--- config.mk ---
export PLATFORM = sky130hd
export DESIGN_NAME = modular_inverse_unit
export DESIGN_NICKNAME = d
export VERILOG_FILES = /design/src/hdl/miu_pkg.sv /design/src/hdl/modular_inverse_unit.sv /design/src/hdl/miu_alu.sv /design/src/hdl/miu_core.sv
export SDC_FILE = /design/constraint.sdc
export NUM_CORES = 1
export LEC_CHECK = 0
export ABC_AREA = 1
export BUFFER_PORTS_ARGS = -buffer_cell sky130_fd_sc_hd__buf_2
export CORE_ASPECT_RATIO = 1.1
export CORE_MARGIN = 5
export CORE_UTILIZATION = 25
export CTS_CLUSTER_DIAMETER = 50
export DETAILED_ROUTE_END_ITERATION = 12
export GPL_ROUTABILITY_DRIVEN = 0
export PLACE_DENSITY = 0.48
export SLEW_MARGIN = 15
export SYNTH_ARGS = -nofsm -noshare
export SYNTH_HDL_FRONTEND = slang
export SYNTH_SLANG_ARGS = --single-unit
export TNS_END_PERCENT = 20
--- constraint.sdc ---
create_clock -name i_clk -period 9.1 [get_ports i_clk]
set_clock_uncertainty 0.2 [all_clocks]
set_input_delay 0 -clock i_clk [delete_from_list [all_inputs] [get_ports i_clk]]
set_output_delay 0 -clock i_clk [all_outputs]
set_load 0.005 [all_outputs]
--- src/hdl/miu_pkg.sv ---
`timescale 1ns / 1ps
// ----------------------------------------------------------------------------
// Modular inverse unit package
// Shared width constants, sequencer states and the words exchanged between
// the sequencer and the shared arithmetic unit.
// ----------------------------------------------------------------------------
package miu_pkg;

    // Working width of the operand and the modulus.
    localparam int unsigned MIU_W = 32;
    // Shift count width: the divisor is never shifted more than MIU_W-1 places.
    localparam int unsigned MIU_KW = (MIU_W > 2) ? $clog2(MIU_W) : 1;
    // Width of the result inverse field.
    localparam int unsigned MIU_OUT_W = 32;
    // Modulus after reset.
    localparam logic [MIU_W-1:0] MIU_MOD_RESET = MIU_W'(2);

    // Sequencer states.
    typedef enum logic [2:0] {
        ST_IDLE,
        ST_ALIGN,
        ST_SUB,
        ST_NEXT,
        ST_RED,
        ST_MAP,
        ST_DONE
    } t_state;

    // Operands for the shared unit: x compared with and reduced by y, p added to q.
    typedef struct packed {
        logic [MIU_W:0] x;
        logic [MIU_W:0] y;
        logic [MIU_W:0] p;
        logic [MIU_W:0] q;
    } t_alu_op;

    // Results of the shared unit.
    typedef struct packed {
        logic           ge;
        logic [MIU_W:0] diff;
        logic [MIU_W:0] sum;
    } t_alu_res;

    // One finished result word.
    typedef struct packed {
        logic                 coprime;
        logic [MIU_OUT_W-1:0] inverse;
    } t_result;

endpackage

--- src/hdl/modular_inverse_unit.sv ---
`timescale 1ns / 1ps
// ----------------------------------------------------------------------------
// Modular inverse unit
// Tests each operand for coprimality with the configured modulus and returns
// its modular inverse, found by the extended Euclidean algorithm.
// ----------------------------------------------------------------------------
// One word is worked on at a time; o_ready is high only while the sequencer is
// idle. Each Euclidean step is a shift-and-subtract division on one shared
// compare/subtract/add unit: the divisor is aligned by doubling, subtracted
// once per quotient bit while it is halved again, and then the recurrence is
// advanced, all of which a zero quotient also passes through. The first step
// also reduces the operand by the modulus. Around the divisions a word passes
// through acceptance, coefficient reduction, mapping and hand-over; a modulus
// below two skips the divisions and the reduction. The finished word sits in
// an output register, so the next operand is taken while it waits for
// i_ready; if that register is still full, the sequencer holds its word until
// it drains. The modulus is written through i_cfg_we and i_cfg_data and resets
// to two; it must only change while the block is idle.
// ----------------------------------------------------------------------------
module modular_inverse_unit (
    input  logic        i_clk,
    input  logic        i_rst_n,
    input  logic        i_cfg_we,
    input  logic [31:0] i_cfg_data,
    input  logic        i_valid,
    output logic        o_ready,
    input  logic [31:0] i_value,
    output logic        o_valid,
    input  logic        i_ready,
    output logic        o_coprime,
    output logic [31:0] o_inverse
);
    import miu_pkg::*;

    logic [MIU_W-1:0] r_mod;
    logic             r_out_valid;
    t_result          r_out;
    logic             core_idle;
    logic             core_done;
    logic             res_free;
    t_result          core_result;

    // Modulus register.
    always_ff @(posedge i_clk) begin
        if (!i_rst_n) begin
            r_mod <= MIU_MOD_RESET;
        end else if (i_cfg_we) begin
            r_mod <= MIU_W'(i_cfg_data);
        end
    end

    // The output register is free when empty or being emptied this cycle.
    assign res_free = !r_out_valid || i_ready;

    miu_core u_core (
        .i_clk      (i_clk),
        .i_rst_n    (i_rst_n),
        .i_start    (i_valid && core_idle),
        .i_value    (MIU_W'(i_value)),
        .i_mod      (r_mod),
        .i_res_free (res_free),
        .o_idle     (core_idle),
        .o_done     (core_done),
        .o_result   (core_result)
    );

    // Output word register.
    always_ff @(posedge i_clk) begin
        if (!i_rst_n) begin
            r_out_valid <= 1'b0;
        end else if (core_done) begin
            r_out_valid <= 1'b1;
        end else if (i_ready) begin
            r_out_valid <= 1'b0;
        end
    end

    always_ff @(posedge i_clk) begin
        if (core_done) begin
            r_out <= core_result;
        end
    end

    assign o_ready   = core_idle;
    assign o_valid   = r_out_valid;
    assign o_coprime = r_out.coprime;
    assign o_inverse = r_out.inverse;

endmodule

--- src/hdl/miu_alu.sv ---
`timescale 1ns / 1ps
// ----------------------------------------------------------------------------
// Modular inverse shared arithmetic unit
// One compare, one subtractor and one adder, reused by the steps of the
// sequencer: divisor alignment, restoring subtraction, coefficient reduction and the final mapping.
// ----------------------------------------------------------------------------
module miu_alu (
    input  miu_pkg::t_alu_op  i_op,
    output miu_pkg::t_alu_res o_res
);
    import miu_pkg::*;

    // Compare and subtract share the same operands.
    assign o_res.ge   = (i_op.x >= i_op.y);
    assign o_res.diff = i_op.x - i_op.y;

    // Coefficient accumulation.
    assign o_res.sum  = i_op.p + i_op.q;

endmodule

--- src/hdl/miu_core.sv ---
`timescale 1ns / 1ps
// ----------------------------------------------------------------------------
// Modular inverse sequencer
// Runs the extended Euclidean algorithm with a shift-and-subtract division
// for each quotient, accumulating the coefficient as the quotient bits appear.
// ----------------------------------------------------------------------------
module miu_core (
    input  logic                      i_clk,
    input  logic                      i_rst_n,
    input  logic                      i_start,
    input  logic [miu_pkg::MIU_W-1:0] i_value,
    input  logic [miu_pkg::MIU_W-1:0] i_mod,
    input  logic                      i_res_free,
    output logic                      o_idle,
    output logic                      o_done,
    output miu_pkg::t_result          o_result
);
    import miu_pkg::*;

    t_state            r_state, n_state;
    // Remainder pair and coefficient magnitudes of the Euclidean recurrence.
    logic [MIU_W-1:0]  r_r0, n_r0, r_r1, n_r1;
    logic [MIU_W-1:0]  r_u0, n_u0, r_u1, n_u1;
    // Division in progress: running remainder, coefficient accumulator,
    // shifted divisor, shifted coefficient and the shift count.
    logic [MIU_W-1:0]  r_rem, n_rem, r_acc, n_acc;
    logic [MIU_W:0]    r_d, n_d, r_e, n_e;
    logic [MIU_KW-1:0] r_k, n_k;
    logic              r_neg, n_neg;
    logic              r_ok, n_ok;
    logic              r_cop, n_cop;
    logic [MIU_W-1:0]  r_inv, n_inv;

    t_alu_op           alu_op;
    t_alu_res          alu_res;

    miu_alu u_alu (
        .i_op  (alu_op),
        .o_res (alu_res)
    );

    // State register.
    always_ff @(posedge i_clk) begin
        if (!i_rst_n) begin
            r_state <= ST_IDLE;
        end else begin
            r_state <= n_state;
        end
    end

    // Datapath registers.
    always_ff @(posedge i_clk) begin
        r_r0  <= n_r0;
        r_r1  <= n_r1;
        r_u0  <= n_u0;
        r_u1  <= n_u1;
        r_rem <= n_rem;
        r_acc <= n_acc;
        r_d   <= n_d;
        r_e   <= n_e;
        r_k   <= n_k;
        r_neg <= n_neg;
        r_ok  <= n_ok;
        r_cop <= n_cop;
        r_inv <= n_inv;
    end

    // Next state and datapath control.
    always_comb begin
        n_state = r_state;
        n_r0    = r_r0;
        n_r1    = r_r1;
        n_u0    = r_u0;
        n_u1    = r_u1;
        n_rem   = r_rem;
        n_acc   = r_acc;
        n_d     = r_d;
        n_e     = r_e;
        n_k     = r_k;
        n_neg   = r_neg;
        n_ok    = r_ok;
        n_cop   = r_cop;
        n_inv   = r_inv;
        alu_op  = '0;
        o_done  = 1'b0;

        unique case (r_state)
            ST_IDLE: begin
                if (i_start) begin
                    n_ok = (i_mod[MIU_W-1:1] != '0);
                    if (i_mod[MIU_W-1:1] != '0) begin
                        // The first division reduces the operand by the modulus;
                        // it is one more Euclidean step with the pair swapped.
                        n_r0    = i_value;
                        n_r1    = i_mod;
                        n_u0    = MIU_W'(1);
                        n_u1    = '0;
                        n_neg   = 1'b1;
                        n_rem   = i_value;
                        n_acc   = MIU_W'(1);
                        n_d     = {1'b0, i_mod};
                        n_e     = '0;
                        n_k     = '0;
                        n_state = ST_ALIGN;
                    end else begin
                        n_state = ST_MAP;
                    end
                end
            end

            ST_ALIGN: begin
                // Double the divisor while it still fits under the remainder.
                alu_op.x = {1'b0, r_rem};
                alu_op.y = {r_d[MIU_W-1:0], 1'b0};
                if (alu_res.ge) begin
                    n_d = {r_d[MIU_W-1:0], 1'b0};
                    n_e = {r_e[MIU_W-1:0], 1'b0};
                    n_k = r_k + MIU_KW'(1);
                end else begin
                    n_state = ST_SUB;
                end
            end

            ST_SUB: begin
                // One quotient bit: subtract the divisor and add the coefficient.
                alu_op.x = {1'b0, r_rem};
                alu_op.y = r_d;
                alu_op.p = {1'b0, r_acc};
                alu_op.q = r_e;
                if (alu_res.ge) begin
                    n_rem = alu_res.diff[MIU_W-1:0];
                    n_acc = alu_res.sum[MIU_W-1:0];
                end
                if (r_k == '0) begin
                    n_state = ST_NEXT;
                end else begin
                    n_d = {1'b0, r_d[MIU_W:1]};
                    n_e = {1'b0, r_e[MIU_W:1]};
                    n_k = r_k - MIU_KW'(1);
                end
            end

            ST_NEXT: begin
                // Advance the recurrence and start the next division if any.
                n_r0  = r_r1;
                n_r1  = r_rem;
                n_u0  = r_u1;
                n_u1  = r_acc;
                n_neg = !r_neg;
                if (r_rem == '0) begin
                    n_state = ST_RED;
                end else begin
                    n_rem   = r_r1;
                    n_acc   = r_u1;
                    n_d     = {1'b0, r_rem};
                    n_e     = {1'b0, r_acc};
                    n_k     = '0;
                    n_state = ST_ALIGN;
                end
            end

            ST_RED: begin
                // The gcd coefficient never exceeds the modulus: one subtraction.
                alu_op.x = {1'b0, r_u0};
                alu_op.y = {1'b0, i_mod};
                if (alu_res.ge) begin
                    n_u0 = alu_res.diff[MIU_W-1:0];
                end
                n_state = ST_MAP;
            end

            ST_MAP: begin
                // Apply the sign of the coefficient to land in 1..modulus-1; zero without an inverse.
                alu_op.x = {1'b0, i_mod};
                alu_op.y = {1'b0, r_u0};
                n_cop    = r_ok && (r_r0 == MIU_W'(1));
                if (!(r_ok && (r_r0 == MIU_W'(1)))) begin
                    n_inv = '0;
                end else if (r_neg) begin
                    n_inv = r_u0;
                end else if (r_u0 == '0) begin
                    n_inv = '0;
                end else begin
                    n_inv = alu_res.diff[MIU_W-1:0];
                end
                n_state = ST_DONE;
            end

            ST_DONE: begin
                // Hand the word over once the output register can take it.
                o_done = i_res_free;
                if (i_res_free) begin
                    n_state = ST_IDLE;
                end
            end

            default: begin
                n_state = ST_IDLE;
            end
        endcase
    end

    assign o_idle           = (r_state == ST_IDLE);
    assign o_result.coprime = r_cop;
    assign o_result.inverse = MIU_OUT_W'(r_inv);

endmodule

==> impl_metrics.csv <==
group,metric,value,unit
outcome,status,"complete, no violations",
power,ir_worst_vdd,0.165,mV
synthesis,ys_seq_elements,367,
setup_path,cp_slowest_cell,"buf_4",
synthesis,syn_area_per_cell,8.46,um2
timing,hold_viol,0,
timing,finalMaxSlewViolations,0,
power,power,8.98,mW
placement,io_buffers,103,
final_layout,area_growth,21.2,%
synthesis,synth_ff_type,"edfxtp_1",
setup_path,critPathKind,"flip-flop to flip-flop",
timing,setup_viol,0,
floorplanning,core,82200,um2
setup_path,worst-r2r-setup-slack,3.08,ns
global_routing,first_global_vias,17700,
setup_path,rr_endpoint,"u_core.r_e[5]",
drt,drc,0,
timing,rsz0062_at_grt,"false",
timing,fin_tns_setup,0,ns
flow_run,maxCapViolCount,0,
setup_path,worst_ep_arrival_time,6.04,ns
hold_path,whs_endpoint,"r_mod[1]",
setup_path,cp_max_fo,74,
setup_path,endpoint_kind,"flip-flop",
timing,whs,0.0697,ns
placement,dpl_worst_slack,3.01,ns
final_layout,drive_gt1_share,9.03,%
hold_path,min_path_cells,3,
drt,vias,17900,
drt,drt-wirelength-per-cell,19.6,um
timing,tightest_slew,0.936,ns
setup_path,cp_top_family,"buffers and inverters",
synthesis,netlist_area,20800,um2
setup_path,critPathBufInv,6,
setup_path,worstSetupStartpointType,"flip-flop",
synthesis,ys_seq_area_share,51.4,%
final_layout,reg_top3,"u_core.r_d (33), u_core.r_e (33)",
drt,drt-initial-drc-count,1244,
synthesis,synth_edf_count,331,
global_routing,antenna_found_initial,0,
setup_path,required,9.12,ns
global_routing,grt_pass1_wl,110,mm
clock_tree,cts_buffers,52,
drt,wl,73.3,mm
setup_path,crit_path_frequent_cell,"nand2_1",
drt,vias_per_cell,4.78,
global_routing,gr-usage-all-layers,15.8,%
setup_path,reg2reg_depth,22,
setup_path,timing.rr.start,"u_core.r_state[0]",
hold_path,hold_class,"primary input to flip-flop",
synthesis,synthCells,2454,
synthesis,synth.distinct_cells,50,
setup_path,slowest_delay,0.76,ns
clock_tree,path_clk_slew,0.06,ns
clock_tree,clock-sinks,367,
clock_tree,cts_tree,"built",
clock_tree,clock_latency,0.58,ns
floorplanning,dieHeight,312,um
global_routing,grt_max_degree,84,
floorplanning,rows,110,
synthesis,syn-num-nets,2592,
final_layout,utilization,30.6,%
timing,layout_setup_ws,3.08,ns
hold_path,hold_start,"i_cfg_we",
setup_path,crit_chain,"inv_2, nand2_2, nor2_4, inv_4, buf_4, buf_4, o21ai_0, a221oi_1, ha_1, nand2_1, nor2_1, nand2_1, nor2_1, nand2_1, nand3_1, nand2_1, nand2_1, nor2_2, nand3_1, nand4_1, inv_2, buf_4",
final_layout,final_nets,2776,
floorplanning,io_pins,104,
timing,relSlewSlack,37.0,%
timing,finalCriticalPeriod,6.02,ns
clock_tree,cts_buffer_depth,3,
synthesis,yosys_warnings,0,
drt,ant_nets,0,
placement,dp_hpwl,53.2,mm
synthesis,ys_async_sr_fraction,0,%
floorplanning,start_util,25.3,%
clock_tree,htree_levels,2,
floorplanning,die_w,285,um
clock_tree,root_buffer,"clkbuf_16",
timing,max_freq,166,MHz
power,power_leakage,10.3,nW
drt,dr.pass1.iters,5,
power,power_density,357,nW/um2
timing,fin_crit_sh,66.1,%
global_routing,grt_overflow,0,
floorplanning,die_area,88900,um2
[Yosys cell counts (6+ instances only)]
cell type / count / area (um2)
nand2_1: 560 / 2100
edfxtp_1: 331 / 9940
inv_1: 311 / 1170
nor2_1: 275 / 1030
a21oi_1: 184 / 921
o21ai_0: 167 / 836
nand3_1: 83 / 415
clkbuf_1: 68 / 255
ha_1: 66 / 826
o22ai_1: 53 / 332
nor3_1: 42 / 210
dfxtp_1: 36 / 721
o221ai_1: 30 / 263
nor4_1: 22 / 138
nand4_1: 20 / 125
xor2_1: 18 / 158
a2111oi_0: 17 / 149
buf_1: 15 / 56.3
o21ai_1: 14 / 70.1
buf_2: 13 / 65.1
a21o_1: 11 / 82.6
a211oi_1: 10 / 75.1
o21bai_1: 8 / 60.1
o21a_1: 7 / 52.6
and2_1: 6 / 37.5
nand2_2: 6 / 37.5
o2111ai_1: 6 / 52.6
o211ai_1: 6 / 45.0
[worst max-delay path by stage]
| stage | from | endpoint | slack [ns] | cells after the start |
|---|---|---|---|---|
| 6_report | u_core.r_state[0] | u_core.r_e[5] | 3.08 | 22 |
| 5_1_grt | u_core.r_state[0] | u_core.r_e[5] | 2.50 | 22 |
| 4_1_cts | u_core.r_state[0] | u_core.r_e[5] | 3.02 | 22 |
| 3_5_place_dp | u_core.r_state[0] | u_core.r_e[2] | 3.01 | 22 |
| 3_3_place_gp | u_core.r_state[0] | u_core.r_e[5] | 3.05 | 22 |
| 2_1_floorplan | u_core.r_state[2] | u_core.r_neg | 2.57 | 6 |
[layout by cell type, fill, tap and decap left out, types with 7 or more instances in the layout]
cell,instances
nand3_1,82
a211oi_1,10
nand2_1,558
clkinv_2,7
nor3_1,42
nor4_1,22
ha_1,66
inv_8,11
dfxtp_1,36
inv_2,7
o21bai_1,8
o21ai_1,14
o22ai_1,53
clkbuf_1,9
xor2_1,18
a21oi_1,183
nand2_2,8
buf_2,103
buf_4,22
o21ai_0,167
nor2_1,273
clkbuf_16,53
edfxtp_1,331
dlygate4sd3_1,102
o21a_1,7
o221ai_1,30
a2111oi_0,17
a21o_1,11
nand4_1,20
inv_1,309
[what timing repair did]
| item | in CTS | in global routing |
|---|---|---|
| buffers inserted | 0 | 0 |
| hold buffers | 102 | 0 |
| hold endpoints to repair | 101 | 0 |
| setup endpoints to repair | 0 | 0 |
| resized for setup | 0 | 0 |
[where the power goes]
group          total (mW)  switching (mW)  internal (mW)  leakage [nW]
combinational        3.95            2.86           1.09          6.01
sequential           3.01           0.322           2.69          3.50
clock                2.01           0.826           1.19         0.833
[kinds of logic after synthesis]
| logic type | synth area share, % |
|---|---|
| XOR/XNOR | 0.971 |
| buffers and inverters | 7.64 |
| flip-flops | 51.4 |
| AND/OR/NAND/NOR | 20.6 |
| adder cells (fa/ha/maj) | 4.27 |
| AO/OA/AOI/OAI | 15.1 |
[tightest hold or removal path, stage by stage]
cell and delay [ns]:
buf_2 0.15, o21ai_0 0.10, dlygate4sd3_1 0.55
[stage by stage]
stage	std cells	area [um2]
floorplan	2454	20800
global placement	3546	22400
detailed placement	3546	22400
CTS	3744	25100
global route	3744	25100
finish	3745	25100
[area by class of cell]
| class | count | area [um2] |
|---|---|---|
| well taps | 1064 | 1330 |
| clock buffers | 63 | 1370 |
| inverters | 319 | 1200 |
| repair buffers | 227 | 1700 |
| diodes | 1 | 2.50 |
| clock inverters | 33 | 325 |
| fillers | 8715 | 57000 |
| flip-flops and latches | 367 | 10700 |
| multi-input cells | 1671 | 8550 |
[layer usage]
| metal | vias up | wire length, um | track usage (%) |
|---|---|---|---|
| li1 | 8799 | - | - |
| met1 | 8515 | 33000 | 21.2 |
| met2 | 505 | 34900 | 27.3 |
| met3 | 95 | 3740 | 2.18 |
| met4 | 0 | 1590 | 3.66 |
| met5 | - | 0 | 0 |
Power figures use the tool's default switching activity.
